===== src/hdl/bpss_pkg.sv =====
// ---------------------------------------------------------------------------
// bpss_pkg - shared types and constants for bright pixel strip steering
// Widths, gray weights, register indexes, turn codes and stream field
// positions used by the datapath, the decision logic and the checker.
// ---------------------------------------------------------------------------
package bpss_pkg;

	// Pixel and column widths
	localparam int PIX_BITS   = 8;
	localparam int COL_BITS   = 10;
	localparam int BOUND_BITS = 11;
	localparam int MAX_WIDTH  = 1024;

	// Strip totals
	localparam int COUNT_BITS = 21;

	// Gray conversion: (1868B + 9617G + 4899R + 8192) >> 14
	localparam int GRAY_SUM_BITS = 22;
	localparam int GRAY_SHIFT    = 14;
	localparam logic [GRAY_SUM_BITS-1:0] W_BLUE  = GRAY_SUM_BITS'(1868);
	localparam logic [GRAY_SUM_BITS-1:0] W_GREEN = GRAY_SUM_BITS'(9617);
	localparam logic [GRAY_SUM_BITS-1:0] W_RED   = GRAY_SUM_BITS'(4899);
	localparam logic [GRAY_SUM_BITS-1:0] GRAY_ROUND = GRAY_SUM_BITS'(8192);

	// Configuration port
	localparam int CFG_IDX_BITS  = 3;
	localparam int CFG_DATA_BITS = 21;
	localparam int THRESH_BITS   = 8;

	typedef enum logic [CFG_IDX_BITS-1:0] {
		REG_LEFT_END       = 3'd0,
		REG_CENTER_END     = 3'd1,
		REG_RIGHT_START    = 3'd2,
		REG_RIGHT_END      = 3'd3,
		REG_GRAY_THRESHOLD = 3'd4,
		REG_NEAR_LIMIT     = 3'd5
	} cfg_reg_t;

	localparam logic [BOUND_BITS-1:0]  RST_LEFT_END       = BOUND_BITS'(340);
	localparam logic [BOUND_BITS-1:0]  RST_CENTER_END     = BOUND_BITS'(680);
	localparam logic [BOUND_BITS-1:0]  RST_RIGHT_START    = BOUND_BITS'(681);
	localparam logic [BOUND_BITS-1:0]  RST_RIGHT_END      = BOUND_BITS'(1021);
	localparam logic [THRESH_BITS-1:0] RST_GRAY_THRESHOLD = THRESH_BITS'(240);
	localparam logic [COUNT_BITS-1:0]  RST_NEAR_LIMIT     = COUNT_BITS'(6500);

	// Turn command codes
	typedef enum logic [1:0] {
		TURN_NONE = 2'd0,
		TURN_NEG  = 2'd1,
		TURN_POS  = 2'd2
	} turn_t;

	// Stream widths and output field positions
	localparam int S_TDATA_BITS  = 40;
	localparam int M_TDATA_BITS  = 72;
	localparam int OUT_FWD_POS   = 0;
	localparam int OUT_TURN_LO   = 1;
	localparam int OUT_LEFT_LO   = 3;
	localparam int OUT_CENTER_LO = OUT_LEFT_LO + COUNT_BITS;
	localparam int OUT_RIGHT_LO  = OUT_CENTER_LO + COUNT_BITS;
	localparam int OUT_USED_BITS = OUT_RIGHT_LO + COUNT_BITS;

	// Strip classification settings
	typedef struct packed {
		logic [BOUND_BITS-1:0]  left_end;
		logic [BOUND_BITS-1:0]  center_end;
		logic [BOUND_BITS-1:0]  right_start;
		logic [BOUND_BITS-1:0]  right_end;
		logic [THRESH_BITS-1:0] gray_threshold;
	} strip_cfg_t;

	// Per-pixel strip hits
	typedef struct packed {
		logic left_hit;
		logic center_hit;
		logic right_hit;
	} strip_hit_t;

endpackage


===== src/hdl/bpss_pixel_class.sv =====
// ---------------------------------------------------------------------------
// bpss_pixel_class - gray conversion and strip classification
// Converts one BGR pixel to gray, tests it against the threshold and
// reports which strips its column falls in.
// ---------------------------------------------------------------------------
module bpss_pixel_class
	import bpss_pkg::*;
(
	input  logic [PIX_BITS-1:0] blue,
	input  logic [PIX_BITS-1:0] green,
	input  logic [PIX_BITS-1:0] red,
	input  logic [COL_BITS-1:0] column,
	input  strip_cfg_t          cfg,
	output strip_hit_t          hit
);

	logic [GRAY_SUM_BITS-1:0] gray_sum;
	logic [PIX_BITS-1:0]      gray;
	logic [BOUND_BITS-1:0]    col_ext;
	logic                     in_image;
	logic                     bright;

	// Weighted sum with rounding, then drop the fraction
	assign gray_sum = GRAY_SUM_BITS'(blue) * W_BLUE
		+ GRAY_SUM_BITS'(green) * W_GREEN
		+ GRAY_SUM_BITS'(red) * W_RED
		+ GRAY_ROUND;
	assign gray = gray_sum[GRAY_SUM_BITS-1:GRAY_SHIFT];

	// Bright pixel inside the image
	assign in_image = 32'(column) < 32'(MAX_WIDTH);
	assign bright   = (gray > cfg.gray_threshold) && in_image;
	assign col_ext  = BOUND_BITS'(column);

	// Each strip tests its own bounds
	always_comb begin
		hit.left_hit   = bright && (col_ext < cfg.left_end);
		hit.center_hit = bright && (col_ext >= cfg.left_end) && (col_ext < cfg.center_end);
		hit.right_hit  = bright && (col_ext >= cfg.right_start) && (col_ext < cfg.right_end);
	end

endmodule


===== src/hdl/bpss_steer.sv =====
// ---------------------------------------------------------------------------
// bpss_steer - drive command from the frame totals
// Picks the strictly largest strip for the turn and compares the largest
// total with the near limit for forward motion; a tie gives a full stop.
// ---------------------------------------------------------------------------
module bpss_steer
	import bpss_pkg::*;
(
	input  logic [COUNT_BITS-1:0] left_count,
	input  logic [COUNT_BITS-1:0] center_count,
	input  logic [COUNT_BITS-1:0] right_count,
	input  logic [COUNT_BITS-1:0] near_limit,
	output logic                  move_forward,
	output turn_t                 turn
);

	logic [COUNT_BITS-1:0] top;
	logic                  near_ok;

	// Largest of the three totals
	always_comb begin
		top = left_count;
		if (center_count > top) begin
			top = center_count;
		end
		if (right_count > top) begin
			top = right_count;
		end
	end

	assign near_ok = top < near_limit;

	// Follow the strictly largest strip, stop on a tie
	always_comb begin
		if (left_count > right_count && left_count > center_count) begin
			turn         = TURN_NEG;
			move_forward = near_ok;
		end else if (center_count > left_count && center_count > right_count) begin
			turn         = TURN_NONE;
			move_forward = near_ok;
		end else if (right_count > left_count && right_count > center_count) begin
			turn         = TURN_POS;
			move_forward = near_ok;
		end else begin
			turn         = TURN_NONE;
			move_forward = 1'b0;
		end
	end

endmodule


===== src/hdl/bright_pixel_strip_steering.sv =====
// ---------------------------------------------------------------------------
// bright_pixel_strip_steering - bright pixel strip counter and steering
// Counts bright pixels in three column strips per frame and emits the
// totals with a drive command on the last pixel of each frame.
//
//   channel | signals                          | carries
//   --------+----------------------------------+---------------------------
//   s_*     | s_tvalid s_tready s_tdata s_tlast | one pixel per transaction
//   m_*     | m_tvalid m_tready m_tdata         | one result per frame
//   cfg_*   | cfg_we cfg_index cfg_data         | register writes, no wait
//
// One pixel per cycle sustained while s_tready is high. A last pixel passes
// the input register, the classification register and the result register,
// then the output register, which raises m_tvalid.
// Reset clears the counters, pipeline valids and loads register defaults.
// s_tready drops only while both the result register and the output
// register hold a frame result; it depends on registered state alone.
// ---------------------------------------------------------------------------
module bright_pixel_strip_steering
	import bpss_pkg::*;
(
	input  logic                     clk,
	input  logic                     arst_n,
	// s_tdata: blue[7:0], green[15:8], red[23:16], column[33:24], zero fill
	input  logic                     s_tvalid,
	output logic                     s_tready,
	input  logic [S_TDATA_BITS-1:0]  s_tdata,
	input  logic                     s_tlast,
	// m_tdata: move_forward[0], turn[2:1], left_count[23:3],
	//          center_count[44:24], right_count[65:45], zero fill
	output logic                     m_tvalid,
	input  logic                     m_tready,
	output logic [M_TDATA_BITS-1:0]  m_tdata,
	input  logic                     cfg_we,
	input  logic [CFG_IDX_BITS-1:0]  cfg_index,
	input  logic [CFG_DATA_BITS-1:0] cfg_data
);

	// Configuration registers
	strip_cfg_t            cfg_q;
	logic [COUNT_BITS-1:0] near_limit_q;

	// Pipeline
	logic                  advance;
	logic                  s1_valid, s1_last;
	logic [PIX_BITS-1:0]   blue_s1, green_s1, red_s1;
	logic [COL_BITS-1:0]   column_s1;
	strip_hit_t            hit_c;
	logic                  s2_valid, s2_last;
	strip_hit_t            hit_s2;
	logic [COUNT_BITS-1:0] left_q, center_q, right_q;
	logic [COUNT_BITS-1:0] left_nx, center_nx, right_nx;
	logic                  s3_valid;
	logic [COUNT_BITS-1:0] left_s3, center_s3, right_s3;
	logic                  m_load;
	logic                  fwd_c;
	turn_t                 turn_c;
	logic                  m_valid_q;
	logic [M_TDATA_BITS-1:0] m_data_q;

	// Stall only when both result slots are taken
	assign advance  = !(s3_valid && m_valid_q);
	assign s_tready = advance;
	assign m_load   = s3_valid && (!m_valid_q || m_tready);

	// Register writes; unknown indexes are ignored
	always_ff @(posedge clk or negedge arst_n) begin
		if (!arst_n) begin
			cfg_q.left_end       <= RST_LEFT_END;
			cfg_q.center_end     <= RST_CENTER_END;
			cfg_q.right_start    <= RST_RIGHT_START;
			cfg_q.right_end      <= RST_RIGHT_END;
			cfg_q.gray_threshold <= RST_GRAY_THRESHOLD;
			near_limit_q         <= RST_NEAR_LIMIT;
		end else if (cfg_we) begin
			case (cfg_index)
				REG_LEFT_END:       cfg_q.left_end       <= cfg_data[BOUND_BITS-1:0];
				REG_CENTER_END:     cfg_q.center_end     <= cfg_data[BOUND_BITS-1:0];
				REG_RIGHT_START:    cfg_q.right_start    <= cfg_data[BOUND_BITS-1:0];
				REG_RIGHT_END:      cfg_q.right_end      <= cfg_data[BOUND_BITS-1:0];
				REG_GRAY_THRESHOLD: cfg_q.gray_threshold <= cfg_data[THRESH_BITS-1:0];
				REG_NEAR_LIMIT:     near_limit_q         <= cfg_data[COUNT_BITS-1:0];
				default: ;
			endcase
		end
	end

	// Stage 1: capture the pixel
	always_ff @(posedge clk or negedge arst_n) begin
		if (!arst_n) begin
			s1_valid <= 1'b0;
		end else if (advance) begin
			s1_valid <= s_tvalid;
		end
	end

	always_ff @(posedge clk) begin
		if (advance && s_tvalid) begin
			blue_s1   <= s_tdata[7:0];
			green_s1  <= s_tdata[15:8];
			red_s1    <= s_tdata[23:16];
			column_s1 <= s_tdata[33:24];
			s1_last   <= s_tlast;
		end
	end

	bpss_pixel_class u_class (
		.blue   (blue_s1),
		.green  (green_s1),
		.red    (red_s1),
		.column (column_s1),
		.cfg    (cfg_q),
		.hit    (hit_c)
	);

	// Stage 2: hold the strip hits
	always_ff @(posedge clk or negedge arst_n) begin
		if (!arst_n) begin
			s2_valid <= 1'b0;
		end else if (advance) begin
			s2_valid <= s1_valid;
		end
	end

	always_ff @(posedge clk) begin
		if (advance && s1_valid) begin
			hit_s2  <= hit_c;
			s2_last <= s1_last;
		end
	end

	// Saturating increments of the strip totals
	always_comb begin
		left_nx   = left_q;
		center_nx = center_q;
		right_nx  = right_q;
		if (hit_s2.left_hit && left_q != '1) begin
			left_nx = left_q + 1'b1;
		end
		if (hit_s2.center_hit && center_q != '1) begin
			center_nx = center_q + 1'b1;
		end
		if (hit_s2.right_hit && right_q != '1) begin
			right_nx = right_q + 1'b1;
		end
	end

	// Advance totals; clear them at frame end
	always_ff @(posedge clk or negedge arst_n) begin
		if (!arst_n) begin
			left_q   <= '0;
			center_q <= '0;
			right_q  <= '0;
		end else if (advance && s2_valid) begin
			if (s2_last) begin
				left_q   <= '0;
				center_q <= '0;
				right_q  <= '0;
			end else begin
				left_q   <= left_nx;
				center_q <= center_nx;
				right_q  <= right_nx;
			end
		end
	end

	// Stage 3: frame totals awaiting the decision
	always_ff @(posedge clk or negedge arst_n) begin
		if (!arst_n) begin
			s3_valid <= 1'b0;
		end else if (advance && s2_valid && s2_last) begin
			s3_valid <= 1'b1;
		end else if (m_load) begin
			s3_valid <= 1'b0;
		end
	end

	always_ff @(posedge clk) begin
		if (advance && s2_valid && s2_last) begin
			left_s3   <= left_nx;
			center_s3 <= center_nx;
			right_s3  <= right_nx;
		end
	end

	bpss_steer u_steer (
		.left_count   (left_s3),
		.center_count (center_s3),
		.right_count  (right_s3),
		.near_limit   (near_limit_q),
		.move_forward (fwd_c),
		.turn         (turn_c)
	);

	// Output register
	always_ff @(posedge clk or negedge arst_n) begin
		if (!arst_n) begin
			m_valid_q <= 1'b0;
		end else if (m_load) begin
			m_valid_q <= 1'b1;
		end else if (m_tready) begin
			m_valid_q <= 1'b0;
		end
	end

	always_ff @(posedge clk) begin
		if (m_load) begin
			m_data_q <= {(M_TDATA_BITS - OUT_USED_BITS)'(0), right_s3, center_s3, left_s3,
				turn_c, fwd_c};
		end
	end

	assign m_tvalid = m_valid_q;
	assign m_tdata  = m_data_q;

endmodule


===== config.mk =====
export PLATFORM = sky130hd
export DESIGN_NAME = bright_pixel_strip_steering
export DESIGN_NICKNAME = d
export VERILOG_FILES = /design/src/hdl/bpss_pkg.sv /design/src/hdl/bpss_pixel_class.sv /design/src/hdl/bpss_steer.sv /design/src/hdl/bright_pixel_strip_steering.sv
export SDC_FILE = /design/constraint.sdc
export NUM_CORES = 1
export LEC_CHECK = 0
export BUFFER_PORTS_ARGS = -buffer_cell sky130_fd_sc_hd__buf_4
export CAP_MARGIN = 15
export CORE_MARGIN = 2
export CORE_UTILIZATION = 67
export DETAILED_ROUTE_END_ITERATION = 7
export PLACE_DENSITY = 0.87
export SETUP_SLACK_MARGIN = 0.4
export SLEW_MARGIN = 15
export SYNTH_ARGS = -nofsm -noshare
export SYNTH_HDL_FRONTEND = slang
export SYNTH_SLANG_ARGS = --single-unit

===== constraint.sdc =====
create_clock -name clk -period 23.2 [get_ports clk]
set_clock_uncertainty 0.1 [all_clocks]
set_input_delay 2.32 -clock clk [delete_from_list [all_inputs] [get_ports clk]]
set_output_delay 2.32 -clock clk [all_outputs]
set_load 0.03 [all_outputs]

### After elaboration in Yosys (flattened, before gate mapping)

Index checks and enable logic that the tools add are counted.

* bits in registers: 308
* output and inout port bits: 74
* input bits: 70

* add/subtract/negate cells: 6
* reduce and logical (&&, ||, !) cells: 30
* magnitude comparators: 14
* multiply operators: 3
* multiplexer cells: 17
* equality and inequality tests: 8

Operators by type and width (count)
* $mux 21: 8
* $gt 21x21->1: 7
* $add 21x1->21 const B: 3
* $ne 21x21->1 const B: 3
* $lt 10x11->1: 3
* $add 19x22->22: 1
* $add 22x14->22 const B: 1
* $add 22x21->22: 1
* $ge 10x11->1: 2
* $mul 8x14->22 const B: 1
* $lt 21x21->1: 1
* $mul 8x13->21 const B: 1
* $logic_and 1x1->1: 17
* $mul 8x9->17 const B: 1
* $reduce_and 2->1: 6
* $gt 8x8->1: 1
* $mux 1: 8
* $eq 3x2->1 const B: 2
* $eq 3x3->1 const B: 2
* $reduce_bool 2->1: 2
* $eq 3x1->1 const B: 1
* $logic_not 3->1: 1
* $logic_not 1->1: 2
* $mux 2: 1
* 2 further kinds: 2

### Longest topological paths before layout

* word-level depth: 8
* gate-level depth with buffers: 36

### Hierarchy

From an unflattened synthesis, not the netlist that was laid out.

* cell total of the unflattened synthesis: 2055
* area, all modules: 22258.8 µm²

Modules (own cells, without submodules)
* bright_pixel_strip_steering: seq. area each 8588.2 µm², instances 1, area an instance 12610.8 µm², cells each 895
* bpss_pixel_class: seq. area each 0.0 µm², instances 1, area an instance 6324.8 µm², cells each 724
* bpss_steer: seq. area each 0.0 µm², instances 1, area an instance 3323.2 µm², cells each 436

### Worst setup path after synthesis

OpenSTA, ideal clock, no wires.

* path type: reg-to-reg
* start point: register blue_s1[5]
* end point: register hit_s2[0] in the netlist's numbering, data pin
* buffers on the path: 0
* period minus slack after synthesis: 7990 ps
* cell stages (with the launch flop): 35
* arrival: 7620 ps
* data required time: 22831 ps
* slack: 15210 ps
* cells stage by stage: edfxtp_1 ha_1 ha_1 inv_1 fa_1 fa_1 inv_1 ha_1 nor3b_1 o21a_1 o21a_1 o211ai_1 nand3b_1 xor2_1 ha_1 ha_1 fa_1 inv_1 fa_1 fa_1 inv_1 ha_1 o21ai_0 nand2b_1 nand3_1 o21a_1 o21ai_0 o22ai_1 xnor2_1 ha_1 a21o_1 a21oi_1 o21ai_0 o21ai_0 nor4_1

RTL lines
* start: declaration: line bright_pixel_strip_steering.sv:46 `logic [PIX_BITS-1:0] blue_s1, green_s1, red_s1;`
* start signal: assignment: line bright_pixel_strip_steering.sv:99 `blue_s1 <= s_tdata[7:0];`
* end signal: assignment: line bright_pixel_strip_steering.sv:127 `hit_s2 <= hit_c;`
* end: declaration: line bright_pixel_strip_steering.sv:50 `strip_hit_t hit_s2;`

==> flow_summary_export.csv <==
group,metric,value,unit
logic_synthesis,synth_flop_cell,"edfxtp_1",
drt,ant_nets,0,
clock_tree,clkSinkCount,308,
logic_synthesis,async_reset_ff_share,45.5,%
sta,setup_tns,0,ns
clock_tree,clkSlewWorstSetupHoldPaths,0.06,ns
clock_tree,cts_hold_buffers,0,
sta,fmax,109,MHz
clock_tree,cts_htree_levels,2,
run_status,status,"complete, no violations",
logic_synthesis,synth_cell_types,68,
placed_design,port_buffers,131,
floorplan,placeableCoreArea,0.0307,mm²
setup_path,crit_path_end_kind,"register",
clock_tree,cts_tree,"built",
logic_synthesis,syn_area,0.0211,mm²
sta,rsz0062_at_grt,"no",
setup_path,rr_worst_depth,33,
global_route,grt_max_degree,80,
setup_path,slowest_stage,"fa_1",
sta,final-setup-viol-count,0,
clock_tree,cts_root_buf,"clkbuf_16",
logic_synthesis,synth_top_cell_area_share,24.0,%
layout,n_antenna_cell,0,
setup_path,cp.required,23.40,ns
sta,slew_headroom,35.0,%
clock_tree,clockBufferDepth,3,
setup_path,crit_arrival,9.38,ns
layout,final_util,76.7,%
floorplan,pin_count,144,
logic_synthesis,synth.avg_cell_area,10.6,µm²
logic_synthesis,synth-edff-count,168,
layout,fillers,1903,
drt,num_vias,15206,
logic_synthesis,yosys.area.top_type,"edfxtp_1",
logic_synthesis,yosysMostFrequentCell,"inv_1",
clock_tree,numCtsBuffers,34,
setup_path,path_max_fanout,6,
logic_synthesis,yosysWarnings,0,
floorplan,fp.dieW,181,µm
sta,hold_violations,0,
logic_synthesis,yosys-top-cells-count,"325 x inv_1, 296 x ha_1, 168 x edfxtp_1",
floorplan,fp-row-count,64,
logic_synthesis,seq_area_frac_synth,40.8,%
placed_design,gp_congestion,0.974,
clock_tree,ctsResizeCount,0,
floorplan,start_util,68.5,%
drt,drt_first_pass_iters,5,
global_route,grt_antenna_before_repair,0,
drt,drtIter0Drc,1350,
sta,drv_slew,0,
drt,drc_errors,0,
min_path,holdCritPathClass,"reg2reg",
setup_path,endpoint,"hit_s2[1]",
logic_synthesis,syn_inst,1980,
min_path,worstHoldPathCells,1,
global_route,grt_pass1_wl,81200,µm
global_route,gr-total-overflow,0,
global_route,grt_pass1_vias,15722,
drt,wl_per_cell,19.7,µm
layout,syn2layout_area_growth,12.0,%
sta,tightest_slew,0.975,ns
run,max-cap-violations,0,
drt,totalWireLength,49800,µm
setup_path,cp-startpoint,"blue_s1[5]",
clock_tree,clk_latency,0.53,ns
floorplan,die_h,181,µm
logic_synthesis,yosys_register_bits,308,
setup_path,critical_path_class,"reg2reg",
setup_path,start_kind,"register",
sta,fin_crit,9.18,ns
sta,fin_crit_sh,39.6,%
placed_design,hpwl,37400,µm
drt,routed_via_density,6.01,
layout,nNetsFinal,2563,
layout,drive_gt1_share,13.8,%
setup_path,r2r_setup_slack,14.02,ns
global_route,track_usage,31.3,%
setup_path,timing.rr.start,"blue_s1[5]",
setup_path,r2r-end,"hit_s2[1]",
clock_tree,post-cts-setup-buffer-count,0,
setup_path,crit_top_cell,"ha_1",
sta,whs,0.405,ns
floorplan,dieArea,0.0329,mm²
logic_synthesis,yosys-top-cells-area,"edfxtp_1 24%, ha_1 18%, dfrtp_1 13%, fa_1 8.3%, inv_1 5.8%",
setup_path,critical-path-max-stage-delay,0.56,ns
## area by class of cell
cell class	instances	area, µm²	share of cell area, %
inverters	325	1220	5.17
multi-input cells	1295	11000	46.8
clock inverters	10	100	0.424
well taps	396	495	2.10
repair buffers	146	1100	4.66
flip-flops and latches	308	8590	36.4
clock buffers	52	1040	4.43
## how the worst min path moves through the flow
stage	startpoint	to	slack, ns
final	cfg_q[9]	cfg_q[9]	0.40
after global routing	s1_last	s2_last	0.40
after CTS	s1_last	s2_last	0.40
after detailed placement	s1_last	s2_last	0.38
after global placement	s1_last	s2_last	0.38
after floorplan	s1_last	s2_last	0.30
## placed cells by master, fill, tap and decap left out, types with 8 or more instances in the layout
| master | instances |
|---|---|
| nand4_1 | 29 |
| clkbuf_1 | 11 |
| nor2b_1 | 19 |
| inv_1 | 324 |
| mux2i_1 | 24 |
| o31ai_1 | 32 |
| nand2b_1 | 11 |
| xnor2_1 | 51 |
| a21o_1 | 28 |
| o21ai_1 | 8 |
| xor2_1 | 28 |
| nor3_1 | 19 |
| fa_1 | 87 |
| nand2_1 | 147 |
| and3_1 | 19 |
| dfstp_2 | 32 |
| ha_1 | 296 |
| a31oi_1 | 11 |
| a211oi_1 | 10 |
| clkbuf_16 | 39 |
| o21a_1 | 14 |
| a21oi_1 | 90 |
| nor2_1 | 74 |
| o21ai_0 | 131 |
| mux2_2 | 41 |
| edfxtp_1 | 168 |
| dfrtp_1 | 108 |
| buf_4 | 145 |
| nand3_1 | 32 |
## registers in the layout, summed over array words and instances (netlist names), 10 cells and up
signal / cells
m_tdata: 66
cfg_q: 52
center_q: 21
center_s3: 21
left_q: 21
left_s3: 21
near_limit_q: 21
right_q: 21
right_s3: 21
column_s1: 10
## metal layers
metal / track usage [%] / vias up / part of all wire, %
met1: 41.7 / 7349 / 41
met5: 0 / - / 0
li1: - / 7072 / -
met4: 12.4 / 0 / 4.2
met3: 4.25 / 135 / 7.2
met2: 52.3 / 650 / 48
## worst max-delay path: cells and delay by family, from the launching register on
| kind | cells | cell delay (ns) |
|---|---|---|
| AO/OA/AOI/OAI | 10 | 2.29 |
| adder cells (fa/ha/maj) | 12 | 4.62 |
| flip-flops | 1 | 0.53 |
| AND/OR/NAND/NOR | 5 | 0.95 |
| XOR/XNOR | 2 | 0.27 |
| buffers and inverters | 4 | 0.20 |
## through the flow
| stage | setup slack [ns] | cells | cell area, µm² |
|---|---|---|---|
| after floorplan | 15.21 | 1985 | 21100 |
| after global placement | 14.32 | 2470 | 22400 |
| after detailed placement | 14.13 | 2470 | 22400 |
| after CTS | 14.09 | 2532 | 23600 |
| after global routing | 13.50 | 2532 | 23600 |
| final | 14.02 | 2532 | 23600 |
## logic make-up (layout without fill, tap and decap cells)
logic type / after synthesis / in the layout / synth area share (%)
AO/OA/AOI/OAI: 365 / 365 / 10.4
flip-flops: 308 / 308 / 40.8
buffers and inverters: 382 / 533 / 7.02
AND/OR/NAND/NOR: 397 / 397 / 9.23
multiplexers: 65 / 65 / 3.33
XOR/XNOR: 79 / 79 / 3.29
other: 1 / 6 / 0.0178
adder cells (fa/ha/maj): 383 / 383 / 25.9
Power is left out: the tool's default activity adds up to more than one toggle a clock period on the data nets, which glitch-free logic cannot reach.
